--- src/hdl/plc_pkg.sv ---
// ============================================================================
// Positional list core package
// Field widths, operation and status codes, and the command broadcast to the
// row of storage cells.
// ============================================================================
`timescale 1ns / 1ps
`default_nettype none

package plc_pkg;

    localparam int OP_W   = 2;
    localparam int POS_W  = 7;
    localparam int DATA_W = 32;
    localparam int ST_W   = 2;
    localparam int CNT_W  = 7;

    localparam logic [OP_W-1:0] OP_READ   = 2'd0;
    localparam logic [OP_W-1:0] OP_INSERT = 2'd1;
    localparam logic [OP_W-1:0] OP_ERASE  = 2'd2;

    localparam logic [ST_W-1:0] ST_OK    = 2'd0;
    localparam logic [ST_W-1:0] ST_RANGE = 2'd1;
    localparam logic [ST_W-1:0] ST_FULL  = 2'd2;

    typedef struct packed {
        logic                     ins;
        logic                     era;
        logic [POS_W-1:0]         pos;
        logic signed [DATA_W-1:0] value;
    } t_plc_cmd;

endpackage

`default_nettype wire

--- src/hdl/plc_cell.sv ---
// ============================================================================
// Positional list storage cell
// Holds one list entry. On an insert it takes the new word or its left
// neighbor's entry; on an erase it takes its right neighbor's entry.
// ============================================================================
`timescale 1ns / 1ps
`default_nettype none

module plc_cell #(
    parameter int Idx = 0
) (
    input  wire                                i_clk,
    input  wire plc_pkg::t_plc_cmd             i_cmd,
    input  wire logic signed [plc_pkg::DATA_W-1:0] i_left,
    input  wire logic signed [plc_pkg::DATA_W-1:0] i_right,
    output logic signed [plc_pkg::DATA_W-1:0]  o_data,
    output logic signed [plc_pkg::DATA_W-1:0]  o_sel_data
);

    logic signed [plc_pkg::DATA_W-1:0] r_data;
    logic                              w_at;
    logic                              w_after;
    logic                              w_at_or_after;

    assign w_at          = (int'(i_cmd.pos) == Idx);
    assign w_after       = (int'(i_cmd.pos) < Idx);
    assign w_at_or_after = w_at | w_after;

    // Entries below the addressed position never move.
    always_ff @(posedge i_clk) begin
        if (i_cmd.ins) begin
            if (w_at) begin
                r_data <= i_cmd.value;
            end else if (w_after) begin
                r_data <= i_left;
            end
        end else if (i_cmd.era && w_at_or_after) begin
            r_data <= i_right;
        end
    end

    assign o_data     = r_data;
    assign o_sel_data = w_at ? r_data : '0;

endmodule

`default_nettype wire

--- config.mk ---
export PLATFORM = sky130hd
export DESIGN_NAME = plc_cell
export DESIGN_NICKNAME = d
export VERILOG_FILES = /design/src/hdl/plc_pkg.sv /design/src/hdl/plc_cell.sv
export SDC_FILE = /design/constraint.sdc
export NUM_CORES = 1
export LEC_CHECK = 0
export BUFFER_PORTS_ARGS = -buffer_cell sky130_fd_sc_hd__clkbuf_2
export CAP_MARGIN = 20
export CORE_ASPECT_RATIO = 0.8
export CORE_UTILIZATION = 38
export DETAILED_ROUTE_END_ITERATION = 12
export PLACE_DENSITY = 0.85
export SLEW_MARGIN = 20
export SYNTH_ARGS = -nofsm -noshare
export SYNTH_HDL_FRONTEND = slang
export SYNTH_SLANG_ARGS = --single-unit
--- constraint.sdc ---
create_clock -name i_clk -period 5.6 [get_ports i_clk]
set_clock_uncertainty 0.1 [all_clocks]
set_input_delay 1.12 -clock i_clk [delete_from_list [all_inputs] [get_ports i_clk]]
set_output_delay 1.12 -clock i_clk [all_outputs]
set_load 0.02 [all_outputs]
==> impl_metrics.toml, run 1 <==
[worst_setup_path]
worstSetupEndpointType = "primary output"
crit_type = "in -> out"
cp_max_fo = 33
crit_path_start = "i_cmd[33]"
critPathArrivalTime_ns = 2.54
start_kind = "primary input"
cp.required_ns = 4.38

[global_routing]
track_usage_pct = 16.7
grt_max_degree = 34
overflow = 0
grt_pass1_vias = 1402
antenna_found_initial = 0
grt_first_pass_wirelength_um = 6420

[layout]
final_util_pct = 56.3
largest_register_ffs = 32
final_cell_area_um2 = 2640
diodes = 0
num-nets-final = 383
n_fill_cell = 421
drive_gt1_share_pct = 75.5
syn2layout_area_growth_pct = 39.7
fin_cells = 338

[run_status]
status = "finished, final reports clean"

[logic_synthesis]
synth_seq_cells = 32
netlist_top_cells_count = "32 x edfxtp_1, 32 x inv_1, 32 x mux2_2"
netlist_area_um2 = 1890
ys_warn_count = 0
yosysTopAreaCell = "edfxtp_1"
synth_area_leaders = "edfxtp_1 51%, mux2_2 19%, nor3_2 16%"
synthesis.nets = 250
synth.avg_cell_area_um2 = 13.1
ys_seq_area_share_pct = 50.9
async_reset_ff_share_pct = 0
synth_edf_count = 32
synth_cell_types = 12
post_synth_inst_count = 144
synthFlopType = "edfxtp_1"
synth_top_cell_area_share_pct = 50.9

[floorplan]
num_rows = 22
die-height_um = 65.0
dieArea_um2 = 5250
start_util_pct = 40.3
io_pins = 170
core_region_area_um2 = 4680
die_w_um = 80.8

[placement]
place_inst = 330
place.gp.congestion = 0.749
placed_cell_area_um2 = 2550
place_hpwl_um = 3210
io_buffers = 137

[timing]
period_share_pct = 67.2
period_needed_ns = 3.76
tightest_slew_ns = 0.932
hold_ws_ns = 1.04
finalSetupViolations = 0
finalHoldViolCount = 0
fmax_mhz = 266
maxSlewViolCount = 0
rsz0062_at_grt = "no"
fin_setup_tns_ns = 0
slew_headroom_pct = 37.9

[hold_path]
holdPathEnd = "o_data[25]"
hold_class = "in -> reg"
hold_depth = 2
hold_start = "i_right[25]"

[detailed_routing]
viasPerCell = 4.57
wire_per_inst_um = 12.6
first_pass_iters = 4
drtIter0Drc = 51
vias = 1545
ant_nets = 0
drc = 0
drt_wl_total_um = 4260

[clocking]
cts_tree = "done"
ctsRootBufferMaster = "clkbuf_8"
ctsHoldBuffers = 0
h-tree-depth = 2
clkTransAtPathRegs_ns = 0.07
clockBufferDepth = 2
cts_resized = 0
cts_setup_buffers = 0
clock_sinks = 32
numCtsBuffers = 5

[pwr]
ir_worst_vdd_v = 0.000137
power.leakage_nw = 1.24
cellPowerDensity_nw_per_um2 = 188

[flow_run]
cap_violations = 0
## worst max-delay path: stages
cell and delay [ns]:
clkbuf_2 0.08, or3_2 0.86, nor3_1 0.26, clkbuf_2 0.20
## kinds of logic (layout without fill, tap and decap cells)
group                  count (synthesis)  count (layout)  share of synthesized area [%]
and+or+nand+nor                       36              36                           17.8
buffers and inverters                 44             178                           12.1
muxes                                 32              32                           19.1
DFF                                   32              32                           50.9
## worst max-delay path by stage
stage,endpoint,slack [ns]
2_1_floorplan,o_data[0],1.0
3_3_place_gp,o_sel_data[31],1.83
3_5_place_dp,o_sel_data[7],1.81
4_1_cts,o_sel_data[7],1.81
5_1_grt,o_sel_data[26],1.76
6_report,o_sel_data[31],1.84
## cell usage in the layout (no fill, tap or decap), drive strengths merged
master	n
clkbuf	142
nor3	33
mux2	32
inv	32
edfxtp	32
clkinv	3
or4	1
or3	1
nor2	1
buf	1
## per-stage QoR
stage               setup slack (ns)  power [mW]
global placement                1.83       0.334
detailed placement              1.81       0.337
finish                          1.84       0.494
floorplan                      0.996       0.309
CTS                             1.81       0.504
global route                    1.76       0.518
## layer usage
metal  share of wire (%)  wire length, um  track usage, %
met2                  50             2150            30.0
met5                   0                0               0
met1                  40             1720            18.7
met3                 8.2              351            4.93
met4                 1.0               43            5.80
## power by group
part	internal, mW	total, mW	switching (mW)
logic	0.0366	0.0633	0.0267
registers	0.267	0.267	0.000591
clock network	0.0841	0.164	0.0794
total	0.387	0.494	0.107
## final cells by class
class	instances	area, um^2	area share [%]
tap	60	75.1	2.85
sequential	32	961	36.5
clock buffer	5	68.8	2.61
timing repair buffer	138	693	26.3
inverter	32	120	4.56
multi-input combinational	68	703	26.7
clock inverter	3	13.8	0.522
(Power assumes the default switching activity.)
==> inputs of run 2 (changes only) <==
==> constraint.sdc (replaced) <==
create_clock -name i_clk -period 3.8 [get_ports i_clk]
set_clock_uncertainty 0.1 [all_clocks]
set_input_delay 0.76 -clock i_clk [delete_from_list [all_inputs] [get_ports i_clk]]
set_output_delay 0.76 -clock i_clk [all_outputs]
set_load 0.02 [all_outputs]
==> run 2 against run 1 <==
  * Via count decreased by 2.1%
  * Clock power is 48% higher
  * Utilization increased by 0.51 points
  * Highest routed layer unchanged
  * Largest cell class unchanged
  * Die area stayed put
  * Total power up 48%
  * Sequential cell count unchanged
  * Design area grew 0.90%
  * Final cell count up 0.30%
  * Global-route usage shrank 0.33 points
  * Non-clock buffer count up 1
  * Worst hold slack lost 0.36 ns
==> impl_metrics.toml, run 2 (same netlist as run 1, synthesis figures left out) <==
[clocking]
cts_resized = 0
clockBufferDepth = 2
numCtsBuffers = 5
h-tree-depth = 2
ctsRootBufferMaster = "clkbuf_8"
clock_sinks = 32
clkTransAtPathRegs_ns = 0.06
ctsHoldBuffers = 0
cts_setup_buffers = 0
cts_tree = "done"

[floorplan]
die_w_um = 80.8
die-height_um = 65.0
core_region_area_um2 = 4680
num_rows = 22
start_util_pct = 40.3
io_pins = 170
dieArea_um2 = 5250

[worst_setup_path]
path_buf_inv = 2
crit_type = "in -> out"
critPathArrivalTime_ns = 2.18
worst_path_max_delay_cell = "or3_2"
cp.required_ns = 2.94
path_cells = "clkbuf_2 -> or3_2 -> nor3_1 -> clkbuf_2"
cp_max_fo = 33
start_kind = "primary input"
worstSetupEndpointType = "primary output"
critical_path.top_delay_family = "simple AND/OR/NAND/NOR gates"
critical-path-max-stage-delay_ns = 0.88
cpMostUsedCell = "clkbuf_2"

[timing]
hold_ws_ns = 0.682
fin_setup_tns_ns = 0
finalSetupViolations = 0
finalHoldViolCount = 0
slew_headroom_pct = 35.7
rsz0062_at_grt = "no"
period_share_pct = 80.0
maxSlewViolCount = 0
fmax_mhz = 329
period_needed_ns = 3.04
tightest_slew_ns = 0.964

[placement]
place_hpwl_um = 3160
place.gp.congestion = 0.639
io_buffers = 137

[hold_path]
holdPathEnd = "o_data[2]"
hold_class = "in -> reg"
hold_depth = 2
hold_start = "i_cmd[2]"

[global_routing]
grt_pass1_vias = 1430
grt_max_degree = 34
use_met1_pct = 15.6
overflow = 0
antenna_found_initial = 0
use_met3_pct = 5.35
grt_first_pass_wirelength_um = 6200
top_usage_layer = "met2"
track_usage_pct = 16.4
met2_usage_pct = 32.1

[pwr]
power_frac_seq_pct = 54.0
switching_share_pct = 21.2
pwr-share-clk_pct = 33.2
cellPowerDensity_nw_per_um2 = 274
ir_worst_vdd_v = 0.000187
power.switching_uw = 155
power.leakage_nw = 1.25
internal_power_uw = 575
combPwrFrac_pct = 12.8

[detailed_routing]
viasPerCell = 4.46
drtIter0Drc = 19
ant_nets = 0
drt_wl_total_um = 4130
wire_per_inst_um = 12.2
vias = 1513
drc = 0
first_pass_iters = 3

[layout]
diodes = 0
num-nets-final = 384
layout_commonest_cell = "clkbuf_2"
layout.cells.most_common_list = "137 x clkbuf_2, 32 x mux2_2, 32 x inv_1, 32 x edfxtp_1, 30 x nor3_2"
largest_register_ffs = 32
drive_gt1_share_pct = 74.9
syn2layout_area_growth_pct = 40.9

[run_status]
status = "finished, final reports clean"

[flow_run]
cap_violations = 0
## run 2: cell types whose count changed in the layout (fill, tap and decap cells not counted), sizes merged
cell    before  now
buf          1    2
clkbuf     142  144
clkinv       3    1
## run 2: worst max path at each step
| stage | startpoint | end | slack [ns] | depth (start not counted) |
|---|---|---|---|---|
| 6_report | i_cmd[33] | o_sel_data[31] | 0.76 | 4 |
| 5_1_grt | i_cmd[33] | o_sel_data[18] | 0.68 | 4 |
| 2_1_floorplan | i_cmd[34] | o_data[0] | 0.53 | 3 |
| 3_3_place_gp | i_cmd[33] | o_sel_data[0] | 0.75 | 4 |
| 3_5_place_dp | i_cmd[33] | o_sel_data[31] | 0.74 | 4 |
| 4_1_cts | i_cmd[33] | o_sel_data[0] | 0.74 | 4 |
## run 2: metrics by stage
| step | total power [mW] | area (um^2) | setup WS [ns] | cells | utilization [%] |
|---|---|---|---|---|---|
| floorplan | 0.456 | 1890 | 0.528 | 144 | - |
| global placement | 0.494 | 2580 | 0.750 | 331 | 55.1 |
| detailed placement | 0.497 | 2580 | 0.745 | 331 | 55.1 |
| CTS | 0.745 | 2660 | 0.745 | 339 | 56.8 |
| global route | 0.769 | 2660 | 0.678 | 339 | 56.8 |
| finish | 0.729 | 2660 | 0.759 | 339 | 56.8 |
## run 2: metal layers
layer | up-vias | share of wire [%] | wire (um)
li1 | 756 | - | -
met1 | 679 | 36 | 1490
met2 | 70 | 54 | 2250
met3 | 8 | 8.2 | 338
met4 | 0 | 1.3 | 53
met5 | - | 0 | 0
## run 2: power by group through the flow
stage	Combinational, mW	Sequential, mW	Clock [mW]
2_1_floorplan	0.0520	0.404	0
3_3_place_gp	0.0922	0.401	0
3_5_place_dp	0.0949	0.402	0
4_1_cts	0.0953	0.394	0.255
5_1_grt	0.103	0.394	0.272
6_report	0.0934	0.394	0.242
## run 2: layout make-up
class,count,area [um^2]
inverters,32,120
multi-input cells,68,709
clock inverters,1,3.75
well taps,60,75.1
fillers,423,2020
clock buffers,7,76.3
repair buffers,139,713
flip-flops and latches,32,961
==> inputs of run 3 (changes only) <==
--- a/config.mk
+++ b/config.mk
@@ -8,9 +8,9 @@
 export BUFFER_PORTS_ARGS = -buffer_cell sky130_fd_sc_hd__clkbuf_2
 export CAP_MARGIN = 20
 export CORE_ASPECT_RATIO = 0.8
-export CORE_UTILIZATION = 38
+export CORE_UTILIZATION = 34
 export DETAILED_ROUTE_END_ITERATION = 12
-export PLACE_DENSITY = 0.85
+export PLACE_DENSITY = 0.81
 export SLEW_MARGIN = 20
 export SYNTH_ARGS = -nofsm -noshare
 export SYNTH_HDL_FRONTEND = slang
==> constraint.sdc (replaced) <==
create_clock -name i_clk -period 2.74 [get_ports i_clk]
set_clock_uncertainty 0.1 [all_clocks]
set_input_delay 0.548 -clock i_clk [delete_from_list [all_inputs] [get_ports i_clk]]
set_output_delay 0.548 -clock i_clk [all_outputs]
set_load 0.02 [all_outputs]
==> run 3 against run 2 <==
  * Sequential power grew 39%
  * Worst hold slack worse by 0.21 ns
  * Total power up 39%
  * Critical endpoint is now o_sel_data[30]
  * Highest routed layer unchanged
==> impl_metrics.toml, run 3 (same netlist as run 1, synthesis figures left out) <==
[flow_run]
cap_violations = 0

[floorplan]
io_pins = 170
die-height_um = 68.6
core_region_area_um2 = 5180
start_util_pct = 36.4
dieArea_um2 = 5850
die_w_um = 85.3
num_rows = 23

[layout]
diodes = 0
syn2layout_area_growth_pct = 42.1
fin_cells = 343
num-nets-final = 387
drive_gt1_share_pct = 75.8
largest_register_ffs = 32
layout.cells.most_common_list = "137 x clkbuf_2, 32 x mux2_2, 32 x inv_1, 32 x edfxtp_1, 30 x nor3_2"
layout_commonest_cell = "clkbuf_2"
n_fill_cell = 499

[worst_setup_path]
cp.required_ns = 2.09
critical-path-max-stage-delay_ns = 0.81
cpMostUsedCell = "clkbuf_2"
critical_path.top_delay_family = "simple AND/OR/NAND/NOR gates"
critPathArrivalTime_ns = 1.92
worstSetupEndpointType = "primary output"
cp_max_fo = 33
crit_type = "in -> out"
start_kind = "primary input"
path_cells = "clkbuf_2 -> or4_4 -> nor3_2 -> clkbuf_2"
worst_path_max_delay_cell = "or4_4"
path_buf_inv = 2

[hold_path]
hold_class = "in -> reg"

[timing]
tightest_slew_ns = 0.570
fin_setup_tns_ns = 0
period_needed_ns = 2.57
finalWorstSetupSlack_ns = 0.174
finalHoldViolCount = 0
slew_headroom_pct = 62.0
finalSetupViolations = 0
fmax_mhz = 390
period_share_pct = 93.7
maxSlewViolCount = 0
rsz0062_at_grt = "no"

[global_routing]
grt_pass1_vias = 1488
track_usage_pct = 15.5
grt_max_degree = 34
overflow = 0
grt_first_pass_wirelength_um = 6780
antenna_found_initial = 0

[placement]
pre_cts_ws_ns = 0.164
place_hpwl_um = 3460
place.gp.congestion = 0.691
io_buffers = 137
place_inst = 336

[detailed_routing]
ant_nets = 0
viasPerCell = 4.55
wire_per_inst_um = 13.1
drc = 0
drt_wl_total_um = 4510
drtIter0Drc = 56
vias = 1562
first_pass_iters = 4

[clocking]
ctsRootBufferMaster = "clkbuf_8"
clkTransAtPathRegs_ns = 0.07
cts_tree = "done"
ctsHoldBuffers = 0
clock_sinks = 32
cts_resized = 0
h-tree-depth = 2
cts_setup_buffers = 0
numCtsBuffers = 5
clockBufferDepth = 2

[pwr]
power.leakage_nw = 1.27
cellPowerDensity_nw_per_um2 = 378
ir_worst_vdd_v = 0.000242

[run_status]
status = "finished, final reports clean"
run 3: per-stage QoR:
step	power, mW	hold WS, ns	area [um^2]	utilization, %
after detailed placement	0.694	0.753	2600	50.3
after CTS	1.03	0.462	2680	51.8
final	1.01	0.470	2680	51.8
after floorplan	0.633	0.668	1900	-
after global placement	0.689	0.749	2600	50.3
after global routing	1.06	0.460	2680	51.8
run 3: layer usage:
metal,track usage [%],wire length [um],vias to the layer above
met5,0,0,-
met3,3.93,322,12
met2,27.7,2230,83
li1,-,-,762
met4,7.92,89,0
met1,17.8,1860,705
run 3: final timing paths:
kind,startpoint,endpoint,cells after the start
worst min-delay path,i_cmd[8],o_data[8],2
worst max-delay path,i_cmd[34],o_sel_data[30],4
run 3: report_power, final:
part | switching, mW | internal [mW] | leakage, nW
clock | 0.159 | 0.172 | 0.0410
sequential | 0.00124 | 0.545 | 0.288
combinational | 0.0568 | 0.0786 | 0.939
run 3: cell type report:
| type | count | area (um^2) | share of cell area, % |
|---|---|---|---|
| well taps | 62 | 77.6 | 2.89 |
| clock inverters | 1 | 5.00 | 0.187 |
| clock buffers | 6 | 72.6 | 2.71 |
| multi-input cells | 68 | 709 | 26.5 |
| inverters | 32 | 120 | 4.48 |
| repair buffers | 142 | 736 | 27.4 |
| flip-flops and latches | 32 | 961 | 35.8 |
